<file path="src/rtl/core/sqtc_pkg.sv">
package sqtc_pkg;

  localparam int CHAR_W = 8;
  localparam logic [CHAR_W-1:0] PAD_CHAR = 8'h58;  // 'X'

  typedef enum logic [1:0] {
    ST_LOAD,
    ST_FETCH,
    ST_SHOW
  } state_t;

  // controller -> datapath
  typedef struct packed {
    logic write;    // store incoming word
    logic fetch;    // read store at current position into output register
    logic advance;  // step to next output position
    logic finish;   // block done, clear message state
  } cmd_t;

  // datapath -> controller
  typedef struct packed {
    logic last;     // output register holds final word of block
  } status_t;

endpackage

</file>
<file path="src/rtl/core/sqtc_ctrl.sv">
module sqtc_ctrl (
  input  logic              clk,
  input  logic              rst,
  input  logic              s_tvalid,
  output logic              s_tready,
  input  logic              s_tlast,
  output logic              m_tvalid,
  input  logic              m_tready,
  input  sqtc_pkg::status_t stat,
  output sqtc_pkg::cmd_t    cmd
);

  sqtc_pkg::state_t state;
  sqtc_pkg::state_t state_next;

  always_ff @(posedge clk) begin
    if (rst) begin
      state <= sqtc_pkg::ST_LOAD;
    end else begin
      state <= state_next;
    end
  end

  always_comb begin
    state_next = state;
    case (state)
      sqtc_pkg::ST_LOAD: begin
        if (s_tvalid && s_tlast) state_next = sqtc_pkg::ST_FETCH;
      end
      sqtc_pkg::ST_FETCH: begin
        state_next = sqtc_pkg::ST_SHOW;
      end
      sqtc_pkg::ST_SHOW: begin
        if (m_tready) begin
          state_next = stat.last ? sqtc_pkg::ST_LOAD : sqtc_pkg::ST_FETCH;
        end
      end
      default: state_next = sqtc_pkg::ST_LOAD;
    endcase
  end

  always_comb begin
    s_tready    = 1'b0;
    m_tvalid    = 1'b0;
    cmd         = '0;
    case (state)
      sqtc_pkg::ST_LOAD: begin
        s_tready  = 1'b1;
        cmd.write = s_tvalid;
      end
      sqtc_pkg::ST_FETCH: begin
        cmd.fetch = 1'b1;
      end
      sqtc_pkg::ST_SHOW: begin
        m_tvalid    = 1'b1;
        cmd.advance = m_tready && !stat.last;
        cmd.finish  = m_tready && stat.last;
      end
      default: begin
        s_tready = 1'b0;
      end
    endcase
  end

  // input and output sides never open together
  a_one_side: assert property (@(posedge clk) disable iff (rst)
    !(s_tready && m_tvalid))
    else $error("input and output both active");

  // a fetch is always followed by a shown word
  a_fetch_show: assert property (@(posedge clk) disable iff (rst)
    cmd.fetch |=> m_tvalid)
    else $error("fetched word not presented");

  // after the final word is taken, loading resumes
  a_finish_load: assert property (@(posedge clk) disable iff (rst)
    cmd.finish |=> s_tready)
    else $error("block end did not return to load");

endmodule

</file>
<file path="src/rtl/core/sqtc_dp.sv">
module sqtc_dp #(
  parameter int MAX_SIDE = 8
) (
  input  logic                        clk,
  input  logic                        rst,
  input  sqtc_pkg::cmd_t              cmd,
  output sqtc_pkg::status_t           stat,
  input  logic [sqtc_pkg::CHAR_W-1:0] in_char,
  input  logic                        mode_we,
  input  logic                        mode_wdata,
  output logic [sqtc_pkg::CHAR_W-1:0] out_char,
  output logic                        out_last,
  output logic                        overflow
);

  localparam int CAP = MAX_SIDE * MAX_SIDE;
  localparam int AW  = (CAP > 1) ? $clog2(CAP) : 1;
  localparam int CW  = $clog2(CAP + 1);
  localparam int SW  = $clog2(MAX_SIDE + 1);

  logic [sqtc_pkg::CHAR_W-1:0] mem [CAP];

  logic [CW-1:0] count;
  logic          dropped;
  logic [SW-1:0] side;
  logic [CW-1:0] sq;         // side*side, kept incrementally
  logic [SW-1:0] row;        // m mod side
  logic [SW-1:0] col;        // m div side
  logic [CW-1:0] base;       // row*side
  logic [CW-1:0] idx;
  logic          mode;       // held only; transpose is its own inverse

  logic [sqtc_pkg::CHAR_W-1:0] rd_char;
  logic                        pad;

  assign idx = base + CW'(col);

  always_ff @(posedge clk) begin
    if (cmd.write && (count < CW'(CAP))) begin
      mem[count[AW-1:0]] <= in_char;
    end
    if (cmd.fetch) begin
      rd_char <= mem[idx[AW-1:0]];
      pad     <= !(idx < count);
    end
  end

  always_ff @(posedge clk) begin
    if (rst) begin
      count    <= '0;
      dropped  <= 1'b0;
      side     <= SW'(1);
      sq       <= CW'(1);
      row      <= '0;
      col      <= '0;
      base     <= '0;
      mode     <= 1'b0;
      out_last <= 1'b0;
      overflow <= 1'b0;
    end else begin
      if (mode_we) mode <= mode_wdata;
      if (cmd.write) begin
        if (count < CW'(CAP)) begin
          count <= count + CW'(1);
          // ceil(sqrt) grows by one when the count passes the square
          if (count >= sq) begin
            side <= side + SW'(1);
            sq   <= sq + CW'({side, 1'b1});
          end
        end else begin
          dropped <= 1'b1;
        end
      end
      if (cmd.fetch) begin
        out_last <= (row == side - SW'(1)) && (col == side - SW'(1));
        overflow <= dropped;
      end
      if (cmd.advance) begin
        if (row == side - SW'(1)) begin
          row  <= '0;
          base <= '0;
          col  <= col + SW'(1);
        end else begin
          row  <= row + SW'(1);
          base <= base + CW'(side);
        end
      end
      if (cmd.finish) begin
        count   <= '0;
        dropped <= 1'b0;
        side    <= SW'(1);
        sq      <= CW'(1);
        row     <= '0;
        col     <= '0;
        base    <= '0;
      end
    end
  end

  assign out_char  = pad ? sqtc_pkg::PAD_CHAR : rd_char;
  assign stat.last = out_last;

  a_sq_track: assert property (@(posedge clk) disable iff (rst)
    32'(sq) == 32'(side) * 32'(side))
    else $error("square register out of step with side");

  a_side_ceil: assert property (@(posedge clk) disable iff (rst)
    count <= sq && (count == '0 || (32'(side) - 1) * (32'(side) - 1) < 32'(count)))
    else $error("side is not ceil(sqrt(count))");

  a_base_track: assert property (@(posedge clk) disable iff (rst)
    32'(base) == 32'(row) * 32'(side))
    else $error("row base out of step");

  a_clear: assert property (@(posedge clk) disable iff (rst)
    cmd.finish |=> (count == '0 && !dropped))
    else $error("message state not cleared");

endmodule

</file>
<file path="src/rtl/core/square_transposition_cipher.sv">
// Square transposition cipher. Characters arrive one word per cycle on the
// s_ side while the block is loading; the word with s_tlast set closes the
// message. The block then takes side = ceil(sqrt(count)), pads the message
// to side*side with 'X' and emits that square transposed on the m_ side:
// output m is the padded message at (m mod side)*side + (m div side).
// m_tlast marks the final word and m_tuser is set on every word of a block
// whose message ran past MAX_SIDE*MAX_SIDE characters (the excess is
// dropped; a dropped last character still ends the message). Timing: each
// output word takes a store read (FETCH) and then a stay in the output
// register (SHOW) until m_tready. The output pace is set by the controller,
// which starts the next store read only after the current word is taken.
// Input is not taken while a block is being emitted. mode (encrypt/decrypt)
// is stored but does not change the output, since the transpose is its own
// inverse; write it only while the block is idle.
module square_transposition_cipher #(
  parameter int MAX_SIDE = 8     // 1..8
) (
  input  logic       clk,
  input  logic       rst,
  // input stream
  input  logic       s_tvalid,
  output logic       s_tready,
  input  logic [7:0] s_tdata,    // [7:0] in_char
  input  logic       s_tlast,    // in_last
  // output stream
  output logic       m_tvalid,
  input  logic       m_tready,
  output logic [7:0] m_tdata,    // [7:0] out_char
  output logic       m_tlast,    // out_last
  output logic       m_tuser,    // [0] overflow
  // mode register
  input  logic       mode_we,
  input  logic       mode_wdata
);

  sqtc_pkg::cmd_t    cmd;
  sqtc_pkg::status_t stat;

  // sequencing: load, then fetch/show per output word
  sqtc_ctrl u_ctrl (
    .clk      (clk),
    .rst      (rst),
    .s_tvalid (s_tvalid),
    .s_tready (s_tready),
    .s_tlast  (s_tlast),
    .m_tvalid (m_tvalid),
    .m_tready (m_tready),
    .stat     (stat),
    .cmd      (cmd)
  );

  // store, square tracking, transposed addressing, output register
  sqtc_dp #(
    .MAX_SIDE (MAX_SIDE)
  ) u_dp (
    .clk        (clk),
    .rst        (rst),
    .cmd        (cmd),
    .stat       (stat),
    .in_char    (s_tdata),
    .mode_we    (mode_we),
    .mode_wdata (mode_wdata),
    .out_char   (m_tdata),
    .out_last   (m_tlast),
    .overflow   (m_tuser)
  );

endmodule

</file>
<file path="config.mk">
export PLATFORM = sky130hd
export DESIGN_NAME = square_transposition_cipher
export DESIGN_NICKNAME = d
export VERILOG_FILES = /design/src/rtl/core/sqtc_pkg.sv /design/src/rtl/core/sqtc_ctrl.sv /design/src/rtl/core/sqtc_dp.sv /design/src/rtl/core/square_transposition_cipher.sv
export SDC_FILE = /design/constraint.sdc
export NUM_CORES = 1
export LEC_CHECK = 0
export ABC_CLOCK_PERIOD_IN_PS = 5470
export BUFFER_PORTS_ARGS = -buffer_cell sky130_fd_sc_hd__buf_2
export CORE_ASPECT_RATIO = 1.1
export CORE_MARGIN = 5
export CORE_UTILIZATION = 35
export CTS_CLUSTER_DIAMETER = 80
export DETAILED_ROUTE_END_ITERATION = 7
export PLACE_DENSITY = 0.61
export SLEW_MARGIN = 20
export SYNTH_ARGS = -nofsm -noshare
export SYNTH_HDL_FRONTEND = slang
export SYNTH_SLANG_ARGS = --single-unit
</file>
<file path="constraint.sdc">
create_clock -name clk -period 5.47 [get_ports clk]
set_clock_uncertainty 0.1 [all_clocks]
set_input_delay 0.8205 -clock clk [delete_from_list [all_inputs] [get_ports clk]]
set_output_delay 0.8205 -clock clk [all_outputs]
set_load 0.05 [all_outputs]
</file>
==> After elaboration in Yosys (flattened, before gate mapping) <==
Memory sizes are Yosys's and may differ from the RTL's. A register that Yosys moved wholly into a read port is not among the register bits.
Index checks and enable logic that the tools add are counted.
{ "word_totals": {"regBits": 39, "ramBits": 512, "word_cells": 58, "mem_count": 1} }
{ "mem_list": {"columns": ["memory", "depth", "word_bits", "rd", "rd_ports_with_merged_regs", "write_ports", "line_no", "source"], "rows": [
  ["u_dp.mem", 64, 8, 1, 1, 1, "sqtc_dp.sv:21", "logic [sqtc_pkg::CHAR_W-1:0] mem [CAP];"]
]} }
{ "classes": {"addsub": 8, "order_cmp": 3, "eq_ne": 6, "n_mux": 14, "bitwise": 1, "reduce_logical": 14} }
{ "ops": {"columns": ["cell", "n"], "rows": [
  ["7-bit by 4-bit adder with 7-bit output", 2],
  ["4-bit by 1-bit adder with 4-bit output, second input constant", 3],
  ["4-bit equality test", 2],
  ["8-bit 2-to-1 mux", 1],
  ["2-bit AND reduction", 4],
  ["7-bit by 1-bit adder with 7-bit output, second input constant", 1],
  ["7-bit by 5-bit adder with 7-bit output", 1],
  ["7-bit >= comparator", 1],
  ["7-bit less-than comparator", 1],
  ["7-bit less-than comparator, second input constant", 1],
  ["1-bit 2-to-1 mux", 7],
  ["7-bit 2-to-1 mux", 1],
  ["2-bit 2-to-1 mux", 3],
  ["2-bit one-hot mux with 3 select lines", 1],
  ["1-bit logical AND", 5],
  ["4-bit 2-to-1 mux", 1],
  ["4-bit by 1-bit subtractor with 4-bit output, second input constant", 1],
  ["3-bit AND reduction", 1],
  ["2-bit by 1-bit equality test with 1-bit output, second input constant", 1],
  ["2-bit equality test, second input constant", 1],
  ["1-bit zero test", 2],
  ["2-bit zero test", 1],
  ["2-bit by 1-bit inequality test with 1-bit output, second input constant", 1],
  ["2-bit inequality test, second input constant", 1],
  ["2 further kinds", 2]
]} }

==> Logic depth before layout (Yosys ltp) <==
{ "logic_depth": {"ltp_word": 5, "ltp_mapped": 14, "mapped_depth_nobuf": 11} }

==> Modules after synthesis <==
Synthesis repeated with hierarchy kept, for this count alone.
{ "unflattened": {"hier_cells": 1194, "hier_area_um2": 22721.8} }
{ "modules_own_cells": {"columns": ["mod", "instances", "cells_per_inst", "area_each_um2", "seq_area_each_um2"], "rows": [
  ["sqtc_dp", 1, 1180, 22586.7, 16365.7],
  ["sqtc_ctrl", 1, 14, 135.1, 40.0]
]} }

==> Worst setup path before layout <==
No wires, ideal clock.
{ "synth_timing": {"path_type": "reg2reg", "from": "register u_dp.col[0]", "to": "register u_dp.pad (data pin)", "setup_time_ps": 261, "arrival_ps": 2830, "t_required_ps": 5109, "slack_ps": 2279, "stages_incl_launch_ff": 15, "path_buffers": 3, "synth_period_minus_slack_ps": 3191, "path_cell_list": "dfxtp_1 ha_1 inv_1 fa_1 buf_4 buf_2 buf_1 inv_1 ha_1 a21o_1 a21o_1 a21oi_1 nor2b_1 o21ai_0 a21oi_1"} }
{ "synth_between": {"elab_chain_len": 3} }
{ "synth_lines": {"columns": ["element", "line_no", "source"], "rows": [
  ["start, declared", "sqtc_dp.sv:28", "logic [SW-1:0] col;"],
  ["start signal, assigned", "sqtc_dp.sv:82", "col <= col + SW'(1);"],
  ["7-bit by 4-bit adder with 7-bit output", "sqtc_dp.sv:36", "assign idx = base + CW'(col);"],
  ["7-bit less-than comparator", "sqtc_dp.sv:44", "pad <= !(idx < count);"],
  ["1-bit zero test", "sqtc_dp.sv:44", null],
  ["end signal, assigned", "sqtc_dp.sv:44", null],
  ["end, declared", "sqtc_dp.sv:34", "logic pad;"]
]} }
Every way passes these cells.
A chain may end at the register's enable or synchronous reset.

==> Worst setup path in the final report <==
{ "layout_timing": {"from": "register u_dp.col[0]", "to": "register u_dp.rd_char[2] (netlist bit) (read register of u_dp.mem) (data pin)"} }
{ "layout_between": {"elab_chain_len": 1} }
{ "layout_lines": {"columns": ["element", "line_no", "source"], "rows": [
  ["7-bit by 4-bit adder with 7-bit output", "sqtc_dp.sv:36", null],
  ["end, declared", "sqtc_dp.sv:33", "logic [sqtc_pkg::CHAR_W-1:0] rd_char;"]
]} }
Every way passes these cells.

==> impl_metrics.csv <==
group,metric,value,unit
run_status,status,"finished, final reports clean",
worst_hold_path,hp-class,"in -> reg",
timing,setup_tns,0,ps
floorplanning,die_h,276.9,µm
placement,hpwl,29050,µm
drt,routed_wl,48580,µm
pwr,irDropWorstVdd,0.0002415,V
setup_path,max_stage_delay,850,ps
yosys,synthFlopType,"edfxtp_1",
layout,multi_input_area,5906,µm²
clocking,ctsRootBufferMaster,"clkbuf_16",
setup_path,crit_fanout,30,
setup_path,cp_num_buf_inv,2,
clocking,cts.clk_slew.worst_paths,60,ps
clocking,cts_hold_buf,0,
layout,regArea,16410,µm²
layout,layout.nets,1284,
setup_path,crit_start,"u_dp.col[0]",
floorplanning,rows,97,
setup_path,critical_path_depth,8,
drt,dr_total_vias,10993,
drt,vias_per_cell,5.178,
timing,setup_violations,0,
timing,hold_viol,0,
layout,diodes,0,
worst_hold_path,min_from,"rst",
yosys,yosysTopAreaCell,"edfxtp_1",
grt,overflow,0,
clocking,ctsResizeCount,0,
placement,gp_congestion,0.7886,
setup_path,start_kind,"flip-flop",
clocking,post-cts-setup-buffer-count,0,
yosys,synth.area.top_cells,"edfxtp_1, mux4_2, dfxtp_1",
pwr,power,9288,µW
yosys,yosys_warnings,0,
yosys,async_flop_share,0,%
placement,portBuffers,24,
drt,drcViolationCount,0,
setup_path,end_kind,"flip-flop",
setup_path,worst-setup-path-type,"reg -> reg",
layout,utilization,39.93,%
floorplanning,io_pins,27,
timing,min_period_over_period,70.51,%
drt,detail-route-antenna-nets,0,
timing,finalMaxSlewViolations,0,
drt,drt_iter0_markers,949,
worst_hold_path,holdPathStages,2,
layout,drive_gt1_share,21.06,%
yosys,syn-num-nets,1234,
clocking,cts_buffer_depth,3,
timing,relSlewSlack,29.73,%
timing,rsz0062_at_grt,"no",
grt,grt_antenna_before_repair,0,
yosys,synthCells,1186,
yosys,syn-cell-area,22660,µm²
grt,grt_max_degree,96,
setup_path,crit_chain,"ha_4 > inv_1 > fa_4 > buf_4 > mux4_2 > mux4_1 > mux2i_1 > o21ai_1",
grt,grt_pass1_wl,72980,µm
clocking,clock-sinks,559,
floorplanning,core_area,63960,µm²
timing,max_slew.worst_pin.slew,1048,ps
pwr,powerDensity,363.7,nW/µm²
drt,wl_per_cell,22.88,µm
yosys,synth_most_common_cell,"edfxtp_1",
floorplanning,die-area,69930,µm²
layout,nFillCells,5621,
setup_path,worst_path_dominant_cell_family,"multiplexers",
setup_path,r2r_cells,8,
yosys,synth-edff-count,521,
clocking,cts_tree,"yes",
floorplanning,start_util,35.43,%
layout,area_growth,12.72,%
setup_path,cp.required,5730,ps
timing,fin_crit,3857,ps
floorplanning,fp.dieW,252.6,µm
pwr,p_leak,0.008199,µW
grt,grt_pass1_vias,11244,
clocking,clk_latency,610,ps
clocking,cts_buffers,55,
grt,grt.total_usage,13.74,%
yosys,syn_area_per_cell,19.10,µm²
drt,drt_first_pass_iters,5,
yosys,synthDistinctLibCells,52,
setup_path,slowest_stage,"fa_4",
setup_path,r2r-start,"u_dp.col[0]",
yosys,ys_ff_latch,559,
yosys,yosysSeqAreaShare,72.41,%
clocking,htree_levels,2,
flow_run,drv_cap,0,
yosys,synth.top_cell.area_share,69.05,%
timing,whs,353.3,ps
timing,timing.fmax,0.2593,GHz
setup_path,cp.arrival,4120,ps
yosys,synthTopCellsByCount,"edfxtp_1, mux4_2, nor2_1",
## layer usage
layer	vias up	GRT usage [%]	part of all wire (%)
met3	65	2.386	6.0
met5	-	0	0
met2	329	22.13	48
met4	0	3.383	2.0
met1	5746	19.60	44
li1	4853	-	-
## power by group
part	leakage [µW]	switching, µW	internal (µW)
logic	0.00232	421	312
registers	0.00499	42.8	4710
clock network	0.000882	1610	2190
## state kept, by name, summed over array words and instances (netlist names), 2 cells and up
signal	flops
u_dp.side	4
u_ctrl.state	2
u_dp.rd_char	8
u_dp.row	4
u_dp.sq	7
u_dp.mem	512
u_dp.base	7
u_dp.col	4
u_dp.count	7
## placed cells by master (no fill, tap or decap), drive strengths merged, types with 7 or more instances in the layout
master	instances
nand2b	8
nor2b	12
inv	26
clkbuf	68
xor2	16
bufinv	7
o21ai	17
a21oi	20
ha	30
buf	40
a21o	9
nor2	106
clkinv	26
xnor2	20
mux4	145
nand4	10
nand3	34
dfxtp	38
edfxtp	521
mux2i	28
nand2	54
## final timing paths
kind,to,slack (ps)
min,u_ctrl.state[1],350
max,u_dp.rd_char[2],1610
max reg2reg,u_dp.rd_char[2],1610
min reg2reg,u_dp.dropped,380
## per-stage QoR
| step | instances | instance area [µm²] | setup slack (ps) |
|---|---|---|---|
| 3_5_place_dp | 2020 | 23720 | 1578 |
| 6_report | 2123 | 25540 | 1613 |
| 2_1_floorplan | 1186 | 22660 | 2279 |
| 4_1_cts | 2123 | 25540 | 1595 |
| 3_3_place_gp | 2020 | 23720 | 1595 |
| 5_1_grt | 2123 | 25540 | 1533 |
## layout make-up
cell class / instances / share of cell area, %
repair buffers: 40 / 1.048
flip-flops and latches: 559 / 64.24
inverters: 25 / 0.3674
clock buffers: 68 / 5.580
well taps: 841 / 4.120
multi-input cells: 555 / 23.12
clock inverters: 35 / 1.524
## cell families (layout without fill, tap and decap cells)
kind of cell | Yosys count | in the layout | share of synthesized area, %
AO/OA/AOI/OAI | 71 | 71 | 1.977
XOR/XNOR | 36 | 36 | 1.557
adder cells (fa/ha/maj) | 33 | 33 | 1.922
buffers and inverters | 72 | 168 | 1.651
flip-flops | 559 | 559 | 72.41
multiplexers | 173 | 173 | 15.73
AND/OR/NAND/NOR | 242 | 242 | 4.754
Note: power is estimated with default switching activity, not from simulation.
